`config.mk`:
```
export PLATFORM = sky130hd
export DESIGN_NAME = trimmed_moving_average
export DESIGN_NICKNAME = d
export VERILOG_FILES = /design/src/rtl/tma_pkg.sv /design/src/rtl/tma_div.sv /design/src/rtl/tma_dp.sv /design/src/rtl/tma_ctrl.sv /design/src/rtl/trimmed_moving_average.sv
export SDC_FILE = /design/constraint.sdc
export NUM_CORES = 2
export LEC_CHECK = 0
export BUFFER_PORTS_ARGS = -buffer_cell sky130_fd_sc_hd__buf_2
export CAP_MARGIN = 20
export CORE_MARGIN = 1.5
export CORE_UTILIZATION = 50
export DETAILED_ROUTE_END_ITERATION = 6
export PLACE_DENSITY = 0.69
export SLEW_MARGIN = 0
export SYNTH_ARGS = -nofsm -noshare
export SYNTH_HDL_FRONTEND = slang
export SYNTH_SLANG_ARGS = --single-unit
```
`constraint.sdc`:
```
create_clock -name clk -period 10 [get_ports clk]
set_clock_uncertainty 0.15 [all_clocks]
set_input_delay 2 -clock clk [delete_from_list [all_inputs] [get_ports clk]]
set_output_delay 2 -clock clk [all_outputs]
set_load 0.05 [all_outputs]
```
`src/rtl/tma_pkg.sv`:
```
// Shared types and codes for the trimmed moving average block.
package tma_pkg;

	localparam int WINDOW_MAX_DEF  = 64;
	localparam int SAMPLE_BITS_DEF = 16;
	localparam int LEN_RESET       = 4;

	// Configuration register indexes
	localparam logic CFG_LENGTH = 1'b0;
	localparam logic CFG_TRIM   = 1'b1;

	// Request opcodes
	localparam logic OP_ADD   = 1'b0;
	localparam logic OP_CLEAR = 1'b1;

	// Commands from controller to datapath
	typedef struct packed {
		logic clear;
		logic take;
		logic write;
		logic rd_prev;
		logic rd_oldest;
		logic scan;
		logic trim;
		logic div_mean;
		logic div_trend;
		logic cap_mean;
		logic cap_trend;
		logic load_out;
	} tma_cmd_t;

	// Status from datapath to controller
	typedef struct packed {
		logic scan_last;
		logic div_done;
		logic out_free;
	} tma_sts_t;

endpackage

```
`src/rtl/tma_div.sv`:
```
// Bit-serial restoring divider, signed dividend given as sign and magnitude.
module tma_div #(
	parameter int DW = 30,
	parameter int VW = 7
) (
	input  logic               clk,
	input  logic               arst_n,
	input  logic               start,
	input  logic               neg,
	input  logic [DW-1:0]      mag,
	input  logic [VW-1:0]      divisor,
	output logic               done,
	output logic signed [DW:0] quo
);

	localparam int CNTW = $clog2(DW + 1);

	logic            busy_q;
	logic [CNTW-1:0] cnt_q;
	logic [DW-1:0]   q_q;
	logic [VW-1:0]   rem_q;
	logic [VW-1:0]   d_q;
	logic            neg_q;
	logic            done_q;
	logic [VW:0]     trial;
	logic            fits;
	logic [VW:0]     diff;

	// One quotient bit per cycle
	assign trial = {rem_q, q_q[DW-1]};
	assign fits  = trial >= {1'b0, d_q};
	assign diff  = trial - {1'b0, d_q};

	// Sequence the steps
	always_ff @(posedge clk or negedge arst_n) begin
		if (!arst_n) begin
			busy_q <= 1'b0;
			cnt_q  <= '0;
			done_q <= 1'b0;
		end else begin
			done_q <= 1'b0;
			if (start) begin
				busy_q <= 1'b1;
				cnt_q  <= CNTW'(DW);
			end else if (busy_q) begin
				cnt_q <= cnt_q - 1'b1;
				if (cnt_q == CNTW'(1)) begin
					busy_q <= 1'b0;
					done_q <= 1'b1;
				end
			end
		end
	end

	// Shift the partial remainder and quotient
	always_ff @(posedge clk) begin
		if (start) begin
			q_q   <= mag;
			rem_q <= '0;
			d_q   <= divisor;
			neg_q <= neg;
		end else if (busy_q) begin
			q_q   <= {q_q[DW-2:0], fits};
			rem_q <= fits ? diff[VW-1:0] : trial[VW-1:0];
		end
	end

	assign done = done_q;
	assign quo  = neg_q ? -$signed({1'b0, q_q}) : $signed({1'b0, q_q});

endmodule

```
`src/rtl/tma_dp.sv`:
```
// Datapath: sample window, running sum, scan, divider and result register.
module tma_dp #(
	parameter int WINDOW_MAX  = tma_pkg::WINDOW_MAX_DEF,
	parameter int SAMPLE_BITS = tma_pkg::SAMPLE_BITS_DEF,
	parameter int CW          = $clog2(WINDOW_MAX + 1)
) (
	input  logic                          clk,
	input  logic                          arst_n,
	input  tma_pkg::tma_cmd_t             cmd,
	output tma_pkg::tma_sts_t             sts,
	input  logic                          cfg_valid,
	input  logic                          cfg_index,
	input  logic [CW-1:0]                 cfg_data,
	input  logic signed [SAMPLE_BITS-1:0] sample,
	input  logic                          out_ready,
	output logic                          out_valid,
	output logic signed [SAMPLE_BITS+7:0] mean_q8,
	output logic signed [SAMPLE_BITS-1:0] window_min,
	output logic signed [SAMPLE_BITS-1:0] window_max,
	output logic signed [SAMPLE_BITS:0]   step_difference,
	output logic signed [SAMPLE_BITS+8:0] trend_q8,
	output logic                          cycle_done,
	output logic [CW-1:0]                 sample_count
);

	localparam int S  = SAMPLE_BITS;
	localparam int AW = $clog2(WINDOW_MAX);
	localparam int SW = S + AW;
	localparam int DW = SW + 8;

	logic [CW-1:0]        wl_q;
	logic                 trim_q;
	logic [CW-1:0]        len;
	logic signed [S-1:0]  sample_q;
	logic [AW-1:0]        wp_q;
	logic [AW-1:0]        wp_old_q;
	logic [CW-1:0]        fill_q;
	logic signed [SW-1:0] sum_q;
	logic signed [S-1:0]  mem_q [WINDOW_MAX];
	logic signed [S-1:0]  rd_q;
	logic [AW-1:0]        rd_addr;
	logic [AW-1:0]        prev_idx;
	logic [AW-1:0]        oldest_idx;
	logic [AW-1:0]        idx_q;
	logic                 prev_pend_q;
	logic                 old_pend_q;
	logic                 scan_pend_q;
	logic                 first_pend_q;
	logic signed [S-1:0]  prev_q;
	logic signed [S-1:0]  oldest_q;
	logic signed [S-1:0]  mn_q;
	logic signed [S-1:0]  mx_q;
	logic signed [SW-1:0] tsum_q;
	logic [CW-1:0]        tn_q;
	logic signed [SW:0]   tsum_c;
	logic [CW-1:0]        tn_c;
	logic signed [S-1:0]  old_val;
	logic                 len_wr;
	logic                 wrap_n;
	logic [AW-1:0]        wp_inc;
	logic signed [S:0]    delta;
	logic [SW-1:0]        tsum_abs;
	logic [S:0]           delta_abs;
	logic                 div_start;
	logic                 div_neg;
	logic [DW-1:0]        div_mag;
	logic [CW-1:0]        div_den;
	logic                 div_done;
	logic signed [DW:0]   div_quo;
	logic                 two_plus;
	logic signed [S+7:0]  mean_q;
	logic signed [S:0]    diff_q;
	logic signed [S+8:0]  trend_q;
	logic                 out_valid_q;

	// Clamp the window length into range
	always_comb begin
		if (wl_q == '0)
			len = CW'(1);
		else if (wl_q > CW'(WINDOW_MAX))
			len = CW'(WINDOW_MAX);
		else
			len = wl_q;
	end

	assign len_wr   = cfg_valid && (cfg_index == tma_pkg::CFG_LENGTH);
	assign old_val  = (fill_q < len) ? '0 : rd_q;
	assign wp_inc   = wp_q + 1'b1;
	assign wrap_n   = (CW'(wp_q) + 1'b1) == len;
	assign two_plus = fill_q >= CW'(2);

	// Configuration registers
	always_ff @(posedge clk or negedge arst_n) begin
		if (!arst_n) begin
			wl_q   <= CW'(tma_pkg::LEN_RESET);
			trim_q <= 1'b0;
		end else if (cfg_valid) begin
			if (cfg_index == tma_pkg::CFG_LENGTH)
				wl_q <= cfg_data;
			else
				trim_q <= cfg_data[0];
		end
	end

	// Window control: write position, fill count, running sum
	always_ff @(posedge clk or negedge arst_n) begin
		if (!arst_n) begin
			wp_q     <= '0;
			wp_old_q <= '0;
			fill_q   <= '0;
			sum_q    <= '0;
		end else if (cmd.clear || len_wr) begin
			wp_q   <= '0;
			fill_q <= '0;
			sum_q  <= '0;
		end else if (cmd.write) begin
			wp_old_q <= wp_q;
			wp_q     <= wrap_n ? '0 : wp_inc;
			if (fill_q < len)
				fill_q <= fill_q + 1'b1;
			sum_q <= sum_q - SW'(old_val) + SW'(sample_q);
		end
	end

	// Hold the sample under work
	always_ff @(posedge clk) begin
		if (cmd.take)
			sample_q <= sample;
	end

	// Pick the read address
	assign prev_idx   = (wp_old_q == '0) ? AW'(len - 1'b1) : wp_old_q - 1'b1;
	assign oldest_idx = (fill_q >= len) ? wp_q : '0;

	always_comb begin
		if (cmd.rd_prev)
			rd_addr = prev_idx;
		else if (cmd.rd_oldest)
			rd_addr = oldest_idx;
		else if (cmd.scan)
			rd_addr = idx_q;
		else
			rd_addr = wp_q;
	end

	// Sample memory, registered read
	always_ff @(posedge clk) begin
		if (cmd.write)
			mem_q[wp_q] <= sample_q;
		rd_q <= mem_q[rd_addr];
	end

	// Track what the last read fetched
	always_ff @(posedge clk or negedge arst_n) begin
		if (!arst_n) begin
			prev_pend_q  <= 1'b0;
			old_pend_q   <= 1'b0;
			scan_pend_q  <= 1'b0;
			first_pend_q <= 1'b0;
			idx_q        <= '0;
		end else begin
			prev_pend_q  <= cmd.rd_prev;
			old_pend_q   <= cmd.rd_oldest;
			scan_pend_q  <= cmd.scan;
			first_pend_q <= cmd.scan && (idx_q == '0);
			if (cmd.rd_oldest)
				idx_q <= '0;
			else if (cmd.scan)
				idx_q <= idx_q + 1'b1;
		end
	end

	assign sts.scan_last = CW'(idx_q) == (fill_q - 1'b1);

	// Capture neighbours and fold the min/max scan
	always_ff @(posedge clk) begin
		if (prev_pend_q)
			prev_q <= rd_q;
		if (old_pend_q)
			oldest_q <= rd_q;
		if (scan_pend_q) begin
			if (first_pend_q || rd_q < mn_q)
				mn_q <= rd_q;
			if (first_pend_q || rd_q > mx_q)
				mx_q <= rd_q;
		end
	end

	// With trim set, drop one minimum and one maximum while more than one sample remains
	always_comb begin
		tsum_c = {sum_q[SW-1], sum_q};
		tn_c   = fill_q;
		if (trim_q && tn_c > CW'(1)) begin
			tsum_c = tsum_c - (SW+1)'(mn_q);
			tn_c   = tn_c - 1'b1;
		end
		if (trim_q && tn_c > CW'(1)) begin
			tsum_c = tsum_c - (SW+1)'(mx_q);
			tn_c   = tn_c - 1'b1;
		end
	end

	always_ff @(posedge clk) begin
		if (cmd.trim) begin
			tsum_q <= tsum_c[SW-1:0];
			tn_q   <= tn_c;
		end
	end

	// Divider operands
	assign delta     = (S+1)'(sample_q) - (S+1)'(oldest_q);
	assign tsum_abs  = tsum_q[SW-1] ? SW'(-tsum_q) : SW'(tsum_q);
	assign delta_abs = delta[S] ? (S+1)'(-delta) : (S+1)'(delta);
	assign div_start = cmd.div_mean || cmd.div_trend;

	always_comb begin
		if (cmd.div_trend) begin
			div_neg = delta[S];
			div_mag = DW'({delta_abs, 8'b0});
			div_den = len - 1'b1;
		end else begin
			div_neg = tsum_q[SW-1];
			div_mag = {tsum_abs, 8'b0};
			div_den = tn_q;
		end
	end

	tma_div #(
		.DW(DW),
		.VW(CW)
	) u_div (
		.clk    (clk),
		.arst_n (arst_n),
		.start  (div_start),
		.neg    (div_neg),
		.mag    (div_mag),
		.divisor(div_den),
		.done   (div_done),
		.quo    (div_quo)
	);

	assign sts.div_done = div_done;

	// Capture the quotients and the step difference
	always_ff @(posedge clk) begin
		if (cmd.cap_mean)
			mean_q <= div_quo[S+7:0];
		if (cmd.cap_trend) begin
			trend_q <= two_plus ? div_quo[S+8:0] : '0;
			diff_q  <= two_plus ? (S+1)'(sample_q) - (S+1)'(prev_q) : '0;
		end
	end

	// Result register
	always_ff @(posedge clk or negedge arst_n) begin
		if (!arst_n)
			out_valid_q <= 1'b0;
		else if (cmd.load_out)
			out_valid_q <= 1'b1;
		else if (out_ready)
			out_valid_q <= 1'b0;
	end

	always_ff @(posedge clk) begin
		if (cmd.load_out) begin
			mean_q8         <= mean_q;
			window_min      <= mn_q;
			window_max      <= mx_q;
			step_difference <= diff_q;
			trend_q8        <= trend_q;
			cycle_done      <= (wp_q == '0);
			sample_count    <= fill_q;
		end
	end

	assign sts.out_free = !out_valid_q || out_ready;
	assign out_valid    = out_valid_q;

endmodule

```
`src/rtl/tma_ctrl.sv`:
```
// Controller: sequences each request through the datapath.
module tma_ctrl (
	input  logic              clk,
	input  logic              arst_n,
	input  logic              in_valid,
	input  logic              opcode,
	output logic              in_ready,
	input  tma_pkg::tma_sts_t sts,
	output tma_pkg::tma_cmd_t cmd
);

	localparam logic [3:0] ST_IDLE  = 4'd0;
	localparam logic [3:0] ST_WR    = 4'd1;
	localparam logic [3:0] ST_RPREV = 4'd2;
	localparam logic [3:0] ST_ROLD  = 4'd3;
	localparam logic [3:0] ST_SCAN  = 4'd4;
	localparam logic [3:0] ST_SEND  = 4'd5;
	localparam logic [3:0] ST_TRIM  = 4'd6;
	localparam logic [3:0] ST_DMS   = 4'd7;
	localparam logic [3:0] ST_DMW   = 4'd8;
	localparam logic [3:0] ST_DTS   = 4'd9;
	localparam logic [3:0] ST_DTW   = 4'd10;
	localparam logic [3:0] ST_DONE  = 4'd11;

	logic [3:0] state_q;
	logic [3:0] state_n;

	// Next state and commands
	always_comb begin
		state_n  = state_q;
		cmd      = '0;
		in_ready = 1'b0;
		case (state_q)
			ST_IDLE: begin
				in_ready = 1'b1;
				if (in_valid) begin
					if (opcode == tma_pkg::OP_CLEAR) begin
						cmd.clear = 1'b1;
					end else begin
						cmd.take = 1'b1;
						state_n  = ST_WR;
					end
				end
			end
			ST_WR: begin
				cmd.write = 1'b1;
				state_n   = ST_RPREV;
			end
			ST_RPREV: begin
				cmd.rd_prev = 1'b1;
				state_n     = ST_ROLD;
			end
			ST_ROLD: begin
				cmd.rd_oldest = 1'b1;
				state_n       = ST_SCAN;
			end
			ST_SCAN: begin
				cmd.scan = 1'b1;
				if (sts.scan_last)
					state_n = ST_SEND;
			end
			ST_SEND: begin
				state_n = ST_TRIM;
			end
			ST_TRIM: begin
				cmd.trim = 1'b1;
				state_n  = ST_DMS;
			end
			ST_DMS: begin
				cmd.div_mean = 1'b1;
				state_n      = ST_DMW;
			end
			ST_DMW: begin
				if (sts.div_done) begin
					cmd.cap_mean = 1'b1;
					state_n      = ST_DTS;
				end
			end
			ST_DTS: begin
				cmd.div_trend = 1'b1;
				state_n       = ST_DTW;
			end
			ST_DTW: begin
				if (sts.div_done) begin
					cmd.cap_trend = 1'b1;
					state_n       = ST_DONE;
				end
			end
			ST_DONE: begin
				if (sts.out_free) begin
					cmd.load_out = 1'b1;
					state_n      = ST_IDLE;
				end
			end
			default: begin
				state_n = ST_IDLE;
			end
		endcase
	end

	// Advance the state
	always_ff @(posedge clk or negedge arst_n) begin
		if (!arst_n)
			state_q <= ST_IDLE;
		else
			state_q <= state_n;
	end

endmodule

```
`src/rtl/trimmed_moving_average.sv`:
```
// Top level of the trimmed moving average block.
//
//  channel  signals                          direction
//  in       in_valid/in_ready, opcode, sample   request in
//  out      out_valid/out_ready, seven fields   result out
//  cfg      cfg_valid/cfg_ready, index, data    register write in
//
// An add runs a one-read-port scan over the stored samples, then two
// bit-serial divisions on one shared divider. A clear empties the window
// from the idle state and gives no result. Reset leaves the window empty
// and the length at 4; no clearing pass is needed. A finished result waits
// in the output register while the next request is taken; a stalled output
// holds the block only at its final step.
module trimmed_moving_average #(
	parameter int WINDOW_MAX  = tma_pkg::WINDOW_MAX_DEF,
	parameter int SAMPLE_BITS = tma_pkg::SAMPLE_BITS_DEF,
	parameter int CW          = $clog2(WINDOW_MAX + 1)
) (
	input  logic                          clk,
	input  logic                          arst_n,
	input  logic                          in_valid,
	output logic                          in_ready,
	input  logic                          opcode,
	input  logic signed [SAMPLE_BITS-1:0] sample,
	output logic                          out_valid,
	input  logic                          out_ready,
	output logic signed [SAMPLE_BITS+7:0] mean_q8,
	output logic signed [SAMPLE_BITS-1:0] window_min,
	output logic signed [SAMPLE_BITS-1:0] window_max,
	output logic signed [SAMPLE_BITS:0]   step_difference,
	output logic signed [SAMPLE_BITS+8:0] trend_q8,
	output logic                          cycle_done,
	output logic [CW-1:0]                 sample_count,
	input  logic                          cfg_valid,
	output logic                          cfg_ready,
	input  logic                          cfg_index,
	input  logic [CW-1:0]                 cfg_data
);

	tma_pkg::tma_cmd_t cmd;
	tma_pkg::tma_sts_t sts;

	assign cfg_ready = 1'b1;

	tma_ctrl u_ctrl (
		.clk     (clk),
		.arst_n  (arst_n),
		.in_valid(in_valid),
		.opcode  (opcode),
		.in_ready(in_ready),
		.sts     (sts),
		.cmd     (cmd)
	);

	tma_dp #(
		.WINDOW_MAX (WINDOW_MAX),
		.SAMPLE_BITS(SAMPLE_BITS),
		.CW         (CW)
	) u_dp (
		.clk            (clk),
		.arst_n         (arst_n),
		.cmd            (cmd),
		.sts            (sts),
		.cfg_valid      (cfg_valid),
		.cfg_index      (cfg_index),
		.cfg_data       (cfg_data),
		.sample         (sample),
		.out_ready      (out_ready),
		.out_valid      (out_valid),
		.mean_q8        (mean_q8),
		.window_min     (window_min),
		.window_max     (window_max),
		.step_difference(step_difference),
		.trend_q8       (trend_q8),
		.cycle_done     (cycle_done),
		.sample_count   (sample_count)
	);

`ifndef SYNTHESIS
	// An accepted add keeps the block busy on the next cycle
	assert property (@(posedge clk) disable iff (!arst_n)
		(in_valid && in_ready && opcode == tma_pkg::OP_ADD) |=> !in_ready)
		else $error("add request not followed by busy");

	// A result always reports at least one held sample
	assert property (@(posedge clk) disable iff (!arst_n)
		out_valid |-> sample_count != '0)
		else $error("result with empty window");

	// Difference and trend are zero with fewer than two samples
	assert property (@(posedge clk) disable iff (!arst_n)
		(out_valid && sample_count < CW'(2)) |-> (step_difference == '0 && trend_q8 == '0))
		else $error("difference or trend set with one sample");

	// Scanning never overlaps with taking a request
	assert property (@(posedge clk) disable iff (!arst_n)
		cmd.scan |-> !in_ready)
		else $error("scan while ready");
`endif

endmodule

```
==> qor.yml <==
worst_setup_path:
  cp_num_buf_inv: 2
  endpoint_kind: "flip-flop"
  r2r_cells: 16
  r2r-start: "u_dp.wl_q[3]$_DFFE_PN0P_"
  cp.arrival_ns: 6.60
  cp_slowest_cell: "buf_4"
  crit_chain: "nor3_1, a21oi_1, nor2_1, ha_1, nand2b_1, a21o_1, a21oi_1, o211ai_1, nand2_1, o21a_4, buf_4, buf_4, a311oi_1, o21ai_0, and4_1, nand4_1"
  path_max_fanout: 62
  slowest_delay_ns: 0.77
  crit_type: "flip-flop to flip-flop"
  crit_family: "compound AO/OA/AOI/OAI gates"
  r2r_end: "u_dp.rd_q[9]$_DFF_P_"
  cp-start-kind: "flip-flop"
  cp_num_cells: 16
  r2r_slack_ns: 3.88
  worstPathRequired_ns: 10.48
timing:
  tightestPinTransition_ns: 1.13
  finalCritPeriodShare_pct: 61.2
  setup_viol: 0
  relSlewSlack_pct: 24.5
  fin_setup_tns_ns: 0
  timing.fmax_mhz: 163
  grt_setup_unrepaired: "false"
  hold_violations: 0
  period_needed_ns: 6.12
  slew_violations: 0
synthesis:
  ys_seq_area_share_pct: 66.6
  syn_nets: 5459
  syn_area_um2: 63900
  synth_edf_count: 1343
  synth_cells: 5244
  async_flop_share_pct: 4.94
  yosys_warnings: 0
  synth_top_area_cell: "edfxtp_1"
  avgSynthCellArea_um2: 12.2
  synth_top_cell_area_share_pct: 63.1
  synthFlopType: "edfxtp_1"
  ys_top_cells_by_area: "edfxtp_1 63%, nand2_1 7.0%, ha_1 3.1%, dfrtp_1 2.7%, a311oi_1 2.3%"
  ys_types: 81
  ys_ff_latch: 1437
die:
  dieWidth_um: 361
  io_pins: 139
  core_um2: 127000
  start_util_pct: 50.3
  die_area_um2: 130000
  die_h_um: 361
  rows: 131
hold_path:
  hold_class: "flip-flop to flip-flop"
  hold_end: "u_dp.trend_q8[19]$_DFFE_PP_"
  worstHoldPathCells: 0
  worstHoldStart: "u_dp.trend_q[19]$_SDFFCE_PN0P_"
cells_and_area:
  finish.utilization_pct: 56.2
  layout-drive-gt1-share_pct: 10.3
  syn_to_final_growth_pct: 11.9
  final_common_cell: "edfxtp_1"
  layout.nets: 5580
  most-common-layout-cells: "1343 x edfxtp_1, 1195 x nand2_1, 248 x nand3_1"
global_route:
  grt_max_degree: 193
  grt_overflow: 0
  track_usage_pct: 25.2
  antenna_found_initial: 6
  grt_pass1_vias: 41000
  grt_pass1_wl_mm: 248
cts:
  cts_tree: "built"
  clk_pin_slew_ns: 0.06
  cts_max_level: 4
  clock_tree.root_cell: "clkbuf_16"
  ctsHoldBuffers: 0
  cts-buffers-inserted: 145
  clkSinkCount: 1437
  cts_setup_buffers: 0
  insertion_delay_ns: 0.80
  ctsResizeCount: 0
  clock_path_buffers: 3
routing:
  drc_errors: 0
  avgRoutedWirePerCell_um: 23.2
  first_iter_violations: 4985
  dr.pass1.iters: 6
  routed_wl_mm: 166
  via_count: 42400
  drtAntennaViolNets: 0
  via_per_inst: 5.93
power:
  power_frac_clock_pct: 44.9
  seq_power_share_pct: 53.9
  powerDensity_nw_per_um2: 168
  p_switching_mw: 2.46
  p_leak_nw: 26.5
  p_int_mw: 9.58
  peakVddDrop_uv: 174
  power_frac_comb_pct: 1.2
  p_sw_share_pct: 20.4
placement:
  portBuffers: 137
  hpwlAfterDp_mm: 103
  routabilityCongestion: 0.917
job:
  drv_cap: 0
outcome:
  status: "finished, final reports clean"
## through the flow
stage	power [mW]	area (um2)	instances	hold slack [ns]	setup slack (ns)
2_1_floorplan	6.71	63900	5244	0.250	2.80
3_5_place_dp	6.76	66700	6872	0.255	4.01
3_3_place_gp	6.76	66600	6866	0.251	4.10
4_1_cts	12.1	71400	7143	0.269	3.96
5_1_grt	12.3	71500	7151	0.271	3.63
6_report	12.0	71500	7153	0.267	3.88
## cells in the mapped netlist (all sizes together), types with 11 or more instances
library cell / instances
o31ai: 20
dfrtp: 70
edfxtp: 1343
a32oi: 12
buf: 112
clkbuf: 177
nand2b: 34
nor3: 40
a31oi: 40
nor2b: 56
nor4: 11
and3: 200
nor2: 219
inv: 196
fa: 26
ha: 159
dfxtp: 23
o211ai: 22
a311oi: 165
a21oi: 126
xor2: 77
o21ai: 225
and2: 11
nand3: 248
mux2i: 28
o21a: 19
mux2: 16
a21o: 51
nand4: 28
a211oi: 16
or3: 33
o41a: 15
nand2: 1195
xnor2: 89
## cell families after synthesis
logic type,count (synthesis),share of synthesized area (%)
xor gates and xnor gates,167,2.31
DFF,1437,66.6
buffers and inverters,486,3.05
other,1,0.00587
AOI/OAI and AO/OA,801,8.57
muxes,44,0.720
and+or+nand+nor,2123,14.8
adders and majority gates,185,3.93
## power by group through the flow
stage | clock [mW] | sequential, mW | combinational, mW
after floorplan | 0 | 6.61 | 0.100
after global placement | 0 | 6.62 | 0.139
after detailed placement | 0 | 6.62 | 0.140
after CTS | 5.47 | 6.49 | 0.141
after global routing | 5.70 | 6.49 | 0.158
final | 5.41 | 6.49 | 0.140
## routing by layer
metal / part of all wire (%) / track usage, %
met1: 39 / 32.1
met5: 0 / 0
met3: 7.9 / 4.37
met2: 49 / 42.3
met4: 4.2 / 11.2
## layout make-up
| cell class | instances | area (um2) |
|---|---|---|
| clock buffers | 178 | 3860 |
| multi-input cells | 3321 | 19600 |
| fillers | 10200 | 55700 |
| inverters | 197 | 739 |
| clock inverters | 93 | 897 |
| diodes | 2 | 5.00 |
| repair buffers | 263 | 1780 |
| flip-flops and latches | 1437 | 42600 |
| well taps | 1662 | 2080 |
## registers in the layout, indices dropped and copies added, names as in the netlist, 17 cells and up
register              flops
u_dp.trend_q8            25
u_dp.step_difference     17
u_dp.trend_q             25
u_dp.u_div.q_q           30
u_dp.mean_q              24
u_dp.mem_q             1024
u_dp.tsum_q              22
u_dp.sum_q               22
u_dp.mean_q8             24
u_dp.diff_q              17
## worst register-to-register path, stage by stage, from the launching register on
cell,delay (ns)
dfrtp_1,0.45
nor3_1,0.35
a21oi_1,0.15
nor2_1,0.30
ha_1,0.29
nand2b_1,0.14
a21o_1,0.17
a21oi_1,0.14
o211ai_1,0.34
nand2_1,0.33
o21a_4,0.46
buf_4,0.77
buf_4,0.67
a311oi_1,0.18
o21ai_0,0.52
and4_1,0.41
nand4_1,0.15
## worst max path at each step
stage | from | endpoint | slack [ns]
global placement | u_dp.wl_q[3]$_DFFE_PN0P_ | u_dp.rd_q[9]$_DFF_P_ | 4.10
global route | u_dp.wl_q[3]$_DFFE_PN0P_ | u_dp.rd_q[1]$_DFF_P_ | 3.63
CTS | u_dp.wl_q[3]$_DFFE_PN0P_ | u_dp.rd_q[9]$_DFF_P_ | 3.96
detailed placement | u_dp.wl_q[3]$_DFFE_PN0P_ | u_dp.rd_q[9]$_DFF_P_ | 4.01
floorplan | out_ready | u_dp.cycle_done$_DFFE_PP_ | 2.80
finish | u_dp.wl_q[3]$_DFFE_PN0P_ | u_dp.rd_q[9]$_DFF_P_ | 3.88
Power figures use the tool's default switching activity.
